**config.mk**
```make
export PLATFORM = sky130hd
export DESIGN_NAME = apd_div10
export DESIGN_NICKNAME = d
export VERILOG_FILES = /design/src/hdl/apd_pkg.sv /design/src/hdl/apd_div10.sv
export SDC_FILE = /design/constraint.sdc
export NUM_CORES = 2
export LEC_CHECK = 0
export BUFFER_PORTS_ARGS = -buffer_cell sky130_fd_sc_hd__buf_2
export CAP_MARGIN = 20
export CORE_MARGIN = 3
export CORE_UTILIZATION = 50
export DETAILED_ROUTE_END_ITERATION = 8
export PLACE_DENSITY_LB_ADDON = 0.12
export SLEW_MARGIN = 10
export SYNTH_ARGS = -nofsm -noshare
export SYNTH_HDL_FRONTEND = slang
export SYNTH_SLANG_ARGS = --single-unit
```
**constraint.sdc**
```tcl
create_clock -name clk_i -period 16.66 [get_ports clk_i]
set_input_delay 2.499 -clock clk_i [delete_from_list [all_inputs] [get_ports clk_i]]
set_output_delay 2.499 -clock clk_i [all_outputs]
set_load 0.02 [all_outputs]
```
**src/hdl/apd_pkg.sv**
```systemverilog
// Shared constants for the adaptive playout delay block.
package apd_pkg;

  localparam int unsigned WindowDef  = 32;
  localparam int unsigned WarmupDef  = 16;

  localparam int unsigned TimeW      = 40;
  localparam int unsigned OffsetW    = 41;
  localparam int unsigned DelayW     = 21;
  localparam int unsigned ResidW     = 32;
  localparam int unsigned CfgIdxW    = 2;

  localparam logic [CfgIdxW-1:0] CfgDelayMin   = 2'd0;
  localparam logic [CfgIdxW-1:0] CfgDelayMax   = 2'd1;
  localparam logic [CfgIdxW-1:0] CfgDelayStart = 2'd2;

  localparam logic [DelayW-1:0] DelayMinRst   = 21'd50000;
  localparam logic [DelayW-1:0] DelayMaxRst   = 21'd300000;
  localparam logic [DelayW-1:0] DelayStartRst = 21'd100000;

  localparam logic [14:0] OffsetGain = 15'd6554;
  localparam logic [14:0] DelayGain  = 15'd9830;
  // Q16 reciprocal of ten, exact for the small percentile positions
  localparam logic [12:0] RecipTen   = 13'd6554;

  // interpolation span: neighbors in the sorted window differ by less than 2^32
  localparam int unsigned InterpW    = 32;

endpackage

```
**src/hdl/apd_div10.sv**
```systemverilog
// Registered floor(span * digit / 10) by reciprocal multiplication.
module apd_div10 (
  input  logic                        clk_i,
  input  logic                        rst_ni,
  input  logic                        start_i,
  input  logic [apd_pkg::InterpW-1:0] dividend_i,
  input  logic [3:0]                  digit_i,
  output logic                        done_o,
  output logic [apd_pkg::InterpW-1:0] quot_o
);
  import apd_pkg::*;

  // ceil(2^35 / 10): exact quotient for any 32-bit dividend
  localparam logic [31:0] Recip10   = 32'hCCCC_CCCD;
  // ceil(2^11 / 10): exact for products below 100
  localparam logic [15:0] RecipSmall = 16'd205;
  localparam logic [3:0]  Ten        = 4'd10;

  logic               stage_q, done_q;
  logic [InterpW-1:0] num_q;
  logic [3:0]         dig_q;
  logic [28:0]        tq_q, tq_d;
  logic [InterpW-1:0] quot_q, quot_d;
  logic [63:0]        prod;
  logic [InterpW-1:0] tq_ten;
  logic [3:0]         rem;
  logic [7:0]         rem_dig;
  logic [15:0]        part_prod;
  logic [3:0]         part;

  // span = 10*q + r, so span*digit/10 = q*digit + floor(r*digit/10)
  always_comb begin
    prod      = 64'(dividend_i) * 64'(Recip10);
    tq_d      = prod[63:35];
    tq_ten    = InterpW'(tq_q) * InterpW'(Ten);
    rem       = 4'(num_q - tq_ten);
    rem_dig   = 8'(rem) * 8'(dig_q);
    part_prod = 16'(rem_dig) * RecipSmall;
    part      = part_prod[14:11];
    quot_d    = InterpW'(tq_q) * InterpW'(dig_q) + InterpW'(part);
  end

  always_ff @(posedge clk_i or negedge rst_ni) begin
    if (!rst_ni) begin
      stage_q <= 1'b0;
      done_q  <= 1'b0;
    end else begin
      stage_q <= start_i;
      done_q  <= stage_q;
    end
  end

  always_ff @(posedge clk_i) begin
    if (start_i) begin
      num_q <= dividend_i;
      dig_q <= digit_i;
      tq_q  <= tq_d;
    end
    if (stage_q) begin
      quot_q <= quot_d;
    end
  end

  assign done_o = done_q;
  assign quot_o = quot_q;

endmodule

```
==> flow_metrics.py <==
metrics = {
    "synthesis": {
        "ys_top_cells_by_area": "fa_1, ha_1, inv_1",
        "netlist_instances": 2436,
        "async_flop_share_pct": 2.82,
        "synth-seq-area-share_pct": 8.71,
        "synth_top_cell_by_area": "fa_1",
        "synth_cell_type_count": 72,
        "syn-num-nets": 3414,
        "synth_top_area_share_pct": 39.9,
        "synth_top_family_by_area": "adder cells",
        "synthSimpleGateAreaFrac_pct": 6.89,
        "syn_area_per_cell_um2": 10.0,
        "ys_warn_count": 0,
        "synth-main-ff-cell": "edfxtp_1",
        "synthXorXnorAreaFrac_pct": 2.70,
        "synth_adder_area_share_pct": 63.2,
        "synth_compound_area_share_pct": 6.40,
        "syn_area_um2": 24400,
        "synth_edf_count": 69,
        "synth-seq-cells": 71,
        "synthMuxAreaShare_pct": 0,
    },
    "timing": {
        "slew_viol_final": 0,
        "fin_crit_sh_pct": 57.8,
        "setup_tns_ps": 0,
        "post-route-min-period_ps": 9630,
        "hold_violations": 0,
        "skew_ps": 9.13,
        "setup_violations": 0,
        "rsz0062_at_grt": "false",
        "tightestPinTransition_ps": 1070,
        "slew_headroom_pct": 28.9,
        "max_clock_freq_mhz": 104,
    },
    "setup_path": {
        "r2r-start": "tq_q[0]",
        "required_ps": 16740,
        "r2r_cells": 35,
        "arrival_ps": 9710,
        "cp-start-kind": "flip-flop",
        "cp_slowest_cell": "fa_1",
        "crit_type": "reg -> reg",
        "crit_top_cell": "fa_1",
        "reg2reg_to": "quot_o[31]",
        "cp_top_family": "adder cells",
        "cpPeakStageDelay_ps": 570,
        "critPathMaxFanout": 6,
        "endpoint_kind": "flip-flop",
        "path_buf_inv": 6,
        "reg2reg_slack_ps": 7030,
        "critPathLaunch": "tq_q[0]",
    },
    "final_layout": {
        "layout-drive-gt1-share_pct": 4.42,
        "design_area_um2": 25800,
        "insertedDiodeCount": 0,
        "syn2layout_area_growth_pct": 5.83,
        "final_util_pct": 53.8,
        "nFillCells": 4385,
        "final_net_count": 3484,
    },
    "floorplan": {
        "die_w_um": 227,
        "dieHeight_um": 227,
        "ios": 72,
        "core_area_um2": 47900,
        "initial_core_util_pct": 50.8,
        "rows": 80,
        "dieArea_um2": 51400,
    },
    "run_status": {
        "outcome": "finished, final reports clean",
    },
    "route": {
        "drt_iter0_drc": 814,
        "antenna_left": 0,
        "drt_wl_total_mm": 61.2,
        "avgViaCountPerCell": 5.15,
        "first_pass_iters": 5,
        "drcViolationCount": 0,
        "avgRoutedWirePerCell_um": 19.6,
        "num_vias": 16099,
    },
    "placed_design": {
        "gp_congestion": 0.960,
        "placed_cell_area_um2": 25400,
        "dp_hpwl_mm": 55.7,
        "io_buffers": 71,
    },
    "clocking": {
        "root_buffer": "clkbuf_16",
        "postCtsSetupRepairBufs": 0,
        "clockBufferDepth": 2,
        "cts_resized": 0,
        "cts_made_buffers": 9,
        "hold_buffers": 0,
        "cts.sinks": 71,
        "clk_pin_slew_ps": 50,
        "clock_latency_ps": 340,
        "cts_tree": "built",
        "htree_levels": 3,
    },
    "global_route": {
        "grt_pass1_wl_mm": 96.8,
        "overflow": 0,
        "grt_pass1_vias": 17389,
        "grt_max_degree": 39,
        "antenna_found_initial": 1,
        "grt_usage_pct": 24.8,
    },
    "hold_path": {
        "hp-start": "stage_q",
        "holdPathEnd": "done_o",
        "min_path_cells": 1,
        "hp-class": "reg -> reg",
    },
    "flow_run": {
        "max_cap_viol_count": 0,
    },
}
-- state kept, by name, summed over array words and instances (netlist names) --
signal / count
done_o: 1
quot_o: 32
dig_q: 4
tq_q: 29
num_q: 4
stage_q: 1
-- layout make-up --
class	count	area, µm²	share of cell area, %
clock inverters	6	85.1	0.330
flip-flops and latches	71	2120	8.23
inverters	773	2900	11.3
repair buffers	73	390	1.51
multi-input cells	1578	19300	74.8
clock buffers	10	229	0.888
well taps	615	769	2.98
-- cells in the final DEF, fill, tap and decap left out, types with 3 or more instances in the layout --
master     synthesis  layout
o21ai_1            4       4
edfxtp_1          69      69
nor2b_1           14      14
a21o_1            34      34
nand2b_1          12      12
nor3_1            16      16
fa_1             486     486
a31o_1             3       3
o31ai_1            7       7
xnor2_1           53      53
a311oi_1           4       4
ha_1             453     453
nor4_1             3       3
and2_1            53      53
o221ai_1           4       4
a211oi_1           4       4
clkbuf_16          0       9
and3_1            12      12
buf_2              0      71
and4_1             4       4
nand3_1           22      22
a21boi_0           4       4
o21bai_1           9       9
nor2_1            38      38
or3_1              4       4
o21ai_0           30      30
xor2_1            22      22
nand4_1           10      10
a21oi_1           78      78
o21a_1             3       3
a31oi_1            6       6
a221oi_1           3       3
nand2_1          138     138
inv_1            772     772
-- how the worst max path moves through the flow --
stage                  to  depth (start not counted)
2_1_floorplan  quot_o[31]                         35
6_report       quot_o[31]                         35
5_1_grt        quot_o[31]                         36
4_1_cts        quot_o[31]                         35
3_3_place_gp     tq_q[28]                         25
3_5_place_dp   quot_o[31]                         35
-- Yosys cell counts (all sizes together) (6+ instances only) --
master,count
a21o,34
a21oi,81
a31oi,6
and2,53
and3,12
clkbuf,14
edfxtp,69
fa,486
ha,453
inv,773
nand2,138
nand2b,12
nand3,23
nand4,10
nor2,39
nor2b,15
nor3,17
o21ai,35
o21bai,10
o31ai,8
xnor2,53
xor2,22
-- metal layers --
metal,share of wire [%],routed length [µm],track usage (%)
met5,0.021,13,0
met4,3.0,1850,7.21
met3,5.9,3620,4.32
met2,47,28700,41.0
met1,44,27000,33.7
-- through the flow --
step | hold WS [ps] | setup WS (ps) | std cells
floorplan | 749 | 7610 | 2436
global placement | 697 | 7090 | 3109
detailed placement | 707 | 6970 | 3109
CTS | 714 | 6960 | 3125
global route | 751 | 6400 | 3126
finish | 710 | 7030 | 3126
-- logic make-up (layout without fill, tap and decap cells) --
| kind of cell | after synthesis | in the layout |
|---|---|---|
| compound gates | 225 | 225 |
| xor+xnor | 75 | 75 |
| fa+ha+maj | 939 | 939 |
| buf+inv | 787 | 862 |
| flops | 71 | 71 |
| simple gates | 339 | 339 |
Power is not shown: default switching activity piles up to over one toggle a cycle in this logic, so the estimate is an artifact.
